`config.mk`:
```
export PLATFORM = sky130hd
export DESIGN_NAME = fswa_ctrl
export DESIGN_NICKNAME = d
export VERILOG_FILES = /design/src/design/fswa_pkg.sv /design/src/design/fswa_ctrl.sv
export SDC_FILE = /design/constraint.sdc
export NUM_CORES = 1
export LEC_CHECK = 0
export ABC_AREA = 0
export BUFFER_PORTS_ARGS = -buffer_cell sky130_fd_sc_hd__clkbuf_2
export CAP_MARGIN = 0
export CORE_ASPECT_RATIO = 1.75
export CORE_MARGIN = 2
export CORE_UTILIZATION = 40
export CTS_CLUSTER_SIZE = 16
export DETAILED_ROUTE_END_ITERATION = 6
export PLACE_DENSITY = 0.77
export SYNTH_ARGS = -nofsm -noshare
export SYNTH_HDL_FRONTEND = slang
export SYNTH_SLANG_ARGS = --single-unit
```
`constraint.sdc`:
```
create_clock -name clk -period 9.3 [get_ports clk]
set_clock_uncertainty 0.15 [all_clocks]
set_input_delay 1.86 -clock clk [delete_from_list [all_inputs] [get_ports clk]]
set_output_delay 1.86 -clock clk [all_outputs]
set_load 0.01 [all_outputs]
```
`src/design/fswa_pkg.sv`:
```
// Package for the frame sliding window accumulator: sizes, mode codes,
// register indexes and the request struct passed from control to update.
// No dependencies.
`timescale 1ns / 1ps

package fswa_pkg;

	localparam int MAX_WINDOW   = 16;
	localparam int FRAME_PIXELS = 65536;
	localparam int PIXEL_BITS   = 16;

	localparam int PIX_W     = PIXEL_BITS;
	localparam int IN_PIX_W  = 16;
	localparam int SUM_W     = 32;
	localparam int CFG_W     = 5;
	localparam int CFG_IDX_W = 1;
	localparam int HELD_W    = $clog2(MAX_WINDOW + 1);
	localparam int SLOT_W    = $clog2(MAX_WINDOW);
	localparam int POS_W     = $clog2(FRAME_PIXELS);
	localparam int HIST_AW   = SLOT_W + POS_W;

	localparam logic [SUM_W-1:0] SUM_MAX = '1;

	localparam logic [CFG_IDX_W-1:0] CFG_WINDOW_LEN     = 1'b0;
	localparam logic [CFG_IDX_W-1:0] CFG_ACCUMULATE_ALL = 1'b1;

	localparam logic [1:0] MODE_PASS  = 2'd0;
	localparam logic [1:0] MODE_FIRST = 2'd1;
	localparam logic [1:0] MODE_ACCUM = 2'd2;
	localparam logic [1:0] MODE_SLIDE = 2'd3;

	typedef struct packed {
		logic [1:0]         mode;
		logic               full;
		logic [PIX_W-1:0]   pix;
		logic               last;
		logic [POS_W-1:0]   pos;
		logic [HIST_AW-1:0] hist_addr;
	} fswa_req_t;

endpackage

```
`src/design/fswa_ctrl.sv`:
```
// Configuration registers, frame bookkeeping and per-beat request generation.
// Depends on fswa_pkg.
`timescale 1ns / 1ps

module fswa_ctrl (
	input  logic                                  clk,
	input  logic                                  arst_n,
	input  logic                                  cfg_write,
	input  logic [fswa_pkg::CFG_IDX_W-1:0]        cfg_index,
	input  logic [fswa_pkg::CFG_W-1:0]            cfg_data,
	input  logic                                  accept,
	input  logic [fswa_pkg::IN_PIX_W-1:0]         pixel_value,
	input  logic                                  frame_end,
	output fswa_pkg::fswa_req_t                   req
);
	import fswa_pkg::*;

	logic [CFG_W-1:0]  window_len_q;
	logic              accumulate_all_q;
	logic [HELD_W-1:0] frames_held_q;
	logic [SLOT_W-1:0] oldest_slot_q;
	logic [POS_W-1:0]  pixel_position_q;

	logic [HELD_W-1:0] win_eff;
	logic              full;
	logic [HELD_W:0]   slot_sum;
	logic [SLOT_W-1:0] slot;
	logic [HELD_W-1:0] oldest_inc;
	logic [1:0]        mode;
	logic [31:0]       pix_ext;

	always_comb begin
		if (window_len_q == '0) begin
			win_eff = HELD_W'(1);
		end else if (32'(window_len_q) > MAX_WINDOW) begin
			win_eff = HELD_W'(MAX_WINDOW);
		end else begin
			win_eff = HELD_W'(window_len_q);
		end
	end

	assign full       = frames_held_q >= win_eff;
	assign slot_sum   = (HELD_W + 1)'(oldest_slot_q) + (HELD_W + 1)'(frames_held_q);
	assign oldest_inc = HELD_W'(oldest_slot_q) + HELD_W'(1);
	assign pix_ext    = 32'(pixel_value);

	always_comb begin
		if (full) begin
			slot = oldest_slot_q;
		end else if (slot_sum >= (HELD_W + 1)'(win_eff)) begin
			slot = SLOT_W'(slot_sum - (HELD_W + 1)'(win_eff));
		end else begin
			slot = SLOT_W'(slot_sum);
		end
	end

	always_comb begin
		if (win_eff == HELD_W'(1)) begin
			mode = MODE_PASS;
		end else if (frames_held_q == '0) begin
			mode = MODE_FIRST;
		end else if (accumulate_all_q) begin
			mode = MODE_ACCUM;
		end else begin
			mode = MODE_SLIDE;
		end
	end

	always_comb begin
		req.mode = mode;
		req.full = full;
		req.pix  = pix_ext[PIX_W-1:0];
		req.last = frame_end;
		req.pos  = pixel_position_q;
		if (mode == MODE_FIRST) begin
			req.hist_addr = {SLOT_W'(0), pixel_position_q};
		end else begin
			req.hist_addr = {slot, pixel_position_q};
		end
	end

	always_ff @(posedge clk or negedge arst_n) begin
		if (!arst_n) begin
			window_len_q     <= CFG_W'(1);
			accumulate_all_q <= 1'b0;
			frames_held_q    <= '0;
			oldest_slot_q    <= '0;
			pixel_position_q <= '0;
		end else if (cfg_write) begin
			unique case (cfg_index)
				CFG_WINDOW_LEN: begin
					window_len_q <= cfg_data;
				end
				CFG_ACCUMULATE_ALL: begin
					accumulate_all_q <= cfg_data[0];
				end
				default: begin
				end
			endcase
			frames_held_q    <= '0;
			oldest_slot_q    <= '0;
			pixel_position_q <= '0;
		end else if (accept) begin
			if (frame_end) begin
				pixel_position_q <= '0;
				if (mode == MODE_FIRST) begin
					frames_held_q <= HELD_W'(1);
				end else if (mode == MODE_SLIDE) begin
					if (full) begin
						oldest_slot_q <= (oldest_inc >= win_eff) ? '0 : SLOT_W'(oldest_inc);
					end else begin
						frames_held_q <= frames_held_q + HELD_W'(1);
					end
				end
			end else if (pixel_position_q == POS_W'(FRAME_PIXELS - 1)) begin
				pixel_position_q <= '0;
			end else begin
				pixel_position_q <= pixel_position_q + POS_W'(1);
			end
		end
	end

endmodule

```
==> results.py <==
metrics = {
    "route": {
        "drt_drc_violations_left": 0,
        "viasPerCell": 5.560,
        "dr.pass1.iters": 4,
        "post_drt_wl_per_cell_um": 15.42,
        "ant_nets": 0,
        "first_iter_violations": 82,
        "vias": 2163,
        "totalWireLength_um": 5998,
    },
    "sta": {
        "fmax_mhz": 170.8,
        "period_share_pct": 62.94,
        "setup_violations": 0,
        "tightestPinTransition_ns": 0.8565,
        "setup-tns-final_ns": 0,
        "slew_headroom_pct": 42.10,
        "final-max-slew-violation-count": 0,
        "period_needed_ns": 5.853,
        "hold_viol_final": 0,
        "rsz0062_at_grt": "no",
    },
    "clock_network": {
        "cts.sinks": 31,
        "ctsHoldBuffers": 0,
        "htreeDepth": 2,
        "clk_pin_slew_ns": 0.07,
        "cts_resized": 0,
        "ctsRootBufferMaster": "clkbuf_8",
        "insertion_delay_ns": 0.27,
        "post-cts-setup-buffers": 0,
        "tritoncts": "yes",
        "numCtsBuffers": 5,
        "cts_buffer_depth": 2,
    },
    "power": {
        "cellPowerDensity_mw_per_mm2": 123.6,
        "peakVddDrop_uv": 53.91,
        "leakage_uw": 0.001331,
    },
    "die": {
        "core.rowCount": 38,
        "initial_core_util_pct": 41.05,
        "num_io_pins": 83,
        "die-area_mm2": 0.007021,
        "die_w_um": 64.21,
        "die_h_um": 109.4,
        "coreArea_mm2": 0.006181,
    },
    "setup_path": {
        "slowest_stage": "nor3_1",
        "cp.required_ns": 7.29,
        "cp-end-kind": "output pin",
        "cp.arrival_ns": 3.84,
        "cp_cell_sequence": "ha_1 > fa_1 > a21o_1 > a21oi_1 > xnor2_1 > ha_1 > a221oi_1 > nand3_1 > nor3_1 > mux2_2 > a21oi_1 > clkbuf_2",
        "critPathMaxFanout": 6,
        "worst-setup-path-type": "reg -> out",
        "cp-start-kind": "register",
        "max_stage_delay_ns": 0.52,
    },
    "synthesis": {
        "synthTopCellsByArea": "dfrtp_1 (30%), ha_1 (11%), buf_4 (10%)",
        "ys_types": 47,
        "synth-seq-cells": 31,
        "yosysTopAreaCell": "dfrtp_1",
        "syn_inst": 289,
        "yosys.cell_count.top_type": "buf_4",
        "synthFlopType": "dfrtp_1",
        "syn_area_per_cell_um2": 8.780,
        "async_reset_ff_share_pct": 100.0,
        "ys_top_cells_by_count": "buf_4 (34), dfrtp_1 (30), nor2_1 (24)",
        "ys_seq_area_share_pct": 30.62,
        "yosys_warnings": 0,
        "synth_top_area_share_pct": 29.59,
        "syn_area_mm2": 0.002537,
        "synth_edf_count": 0,
        "synthesis.nets": 341,
    },
    "place": {
        "port-buffer-count": 50,
        "placed_area_mm2": 0.002620,
        "hpwl_um": 4732,
        "place.gp.congestion": 0.8969,
    },
    "grt": {
        "grt_max_degree": 32,
        "antenna_found_initial": 0,
        "globalRoute.totalOverflow": 0,
        "grt_pass1_wl_um": 10270,
        "grt_use_total_pct": 18.53,
        "grt_pass1_vias": 2244,
    },
    "layout": {
        "regArea_um2": 777.0,
        "diodes": 0,
        "multi_input_area_mm2": 0.001444,
        "layout.nets": 360,
        "fin_area_mm2": 0.002701,
        "drive_gt1_share_pct": 23.95,
        "area_growth_syn_to_layout_pct": 6.460,
        "fin_util_pct": 43.70,
        "nFillCells": 625,
    },
    "run": {
        "drv_cap": 0,
    },
    "outcome": {
        "status": "finished, final reports clean",
    },
    "min_path": {
        "hp-class": "reg -> reg",
    },
}
==> power by group <==
| group | switching (µW) | internal [µW] | total (µW) |
|---|---|---|---|
| sequential | 5.24 | 140 | 145 |
| clock | 48.2 | 52.4 | 101 |
| combinational | 54.0 | 33.9 | 87.8 |
| total | 107 | 226 | 334 |
==> path summary, 6_finish.rpt <==
path | startpoint | slack [ns] | cells past startpoint | endpoint
max in group asynchronous | arst_n | 6.97 | 1 | pixel_position_q[4]$_DFFE_PN0N_
worst max register to register | window_len_q[1]$_DFFE_PN0P_ | 6.55 | 9 | frames_held_q[3]$_DFFE_PN0P_
worst max-delay path | frames_held_q[0]$_DFFE_PN0P_ | 3.45 | 12 | req[16]
worst min register to register | accumulate_all_q$_DFFE_PN0P_ | 0.41 | 1 | accumulate_all_q$_DFFE_PN0P_
worst min-delay path | accumulate_all_q$_DFFE_PN0P_ | 0.41 | 1 | accumulate_all_q$_DFFE_PN0P_
min in group asynchronous | arst_n | 1.52 | 1 | pixel_position_q[3]$_DFFE_PN0N_
==> kinds of logic (layout without fill, tap and decap cells) <==
logic type               count (synthesis)  count (layout)  synth area share, %
AO/OA/AOI/OAI                           62              62                15.29
XOR/XNOR                                14              14                4.832
adder cells (fa/ha/maj)                 25              25                12.92
buffers and inverters                   50              70                12.47
flip-flops                              31              31                30.62
multiplexers                            11              11                4.734
AND/OR/NAND/NOR                         96              96                19.13
==> state kept, by name, indices dropped and copies added (netlist names) <==
| name | cells |
|---|---|
| oldest_slot_q | 4 |
| window_len_q | 5 |
| accumulate_all_q | 1 |
| pixel_position_q | 16 |
| frames_held_q | 5 |
==> layout make-up <==
| cell class | count | area share [%] |
|---|---|---|
| clock buffer | 7 | 2.825 |
| sequential | 31 | 28.76 |
| inverter | 11 | 1.528 |
| timing repair buffer | 51 | 9.541 |
| multi-input combinational | 208 | 53.45 |
| clock inverter | 1 | 0.1853 |
| tap | 80 | 3.705 |
==> worst max-delay path, delay by kind of cell, from the launching register on <==
family          cells  cell delay, ns
fa+ha+maj           3            0.95
mux                 1            0.41
simple gates        2            0.63
compound gates      4            0.83
xor+xnor            1            0.16
flops               1            0.44
buf+inv             1            0.15
==> metrics by stage <==
| step | hold slack, ns | total power [µW] | setup WS [ns] | cells |
|---|---|---|---|---|
| floorplan | 0.3480 | 214.9 | 4.121 | 289 |
| global placement | 0.3900 | 232.3 | 3.904 | 381 |
| detailed placement | 0.4044 | 235.3 | 3.726 | 381 |
| CTS | 0.4188 | 337.2 | 3.433 | 389 |
| global route | 0.4461 | 355.4 | 3.209 | 389 |
| finish | 0.4067 | 333.8 | 3.447 | 389 |
==> cell usage in the layout, fill, tap and decap left out, drive strengths merged, types with 10 or more instances in the layout <==
| cell type | n |
|---|---|
| clkbuf | 57 |
| dfrtp | 30 |
| nor2 | 24 |
| ha | 23 |
| nand2 | 19 |
| o21ai | 19 |
| a21oi | 18 |
| nand3 | 15 |
| inv | 11 |
| xnor2 | 10 |
==> routing by layer <==
| layer | GRT usage [%] | up-vias | part of all wire, % |
|---|---|---|---|
| met3 | 2.968 | 26 | 4.7 |
| met2 | 35.19 | 75 | 54 |
| li1 | - | 1037 | - |
| met4 | 13.07 | 0 | 5.3 |
| met1 | 17.73 | 1025 | 36 |
| met5 | 0 | - | 0 |
Power figures use the tool's default switching activity.
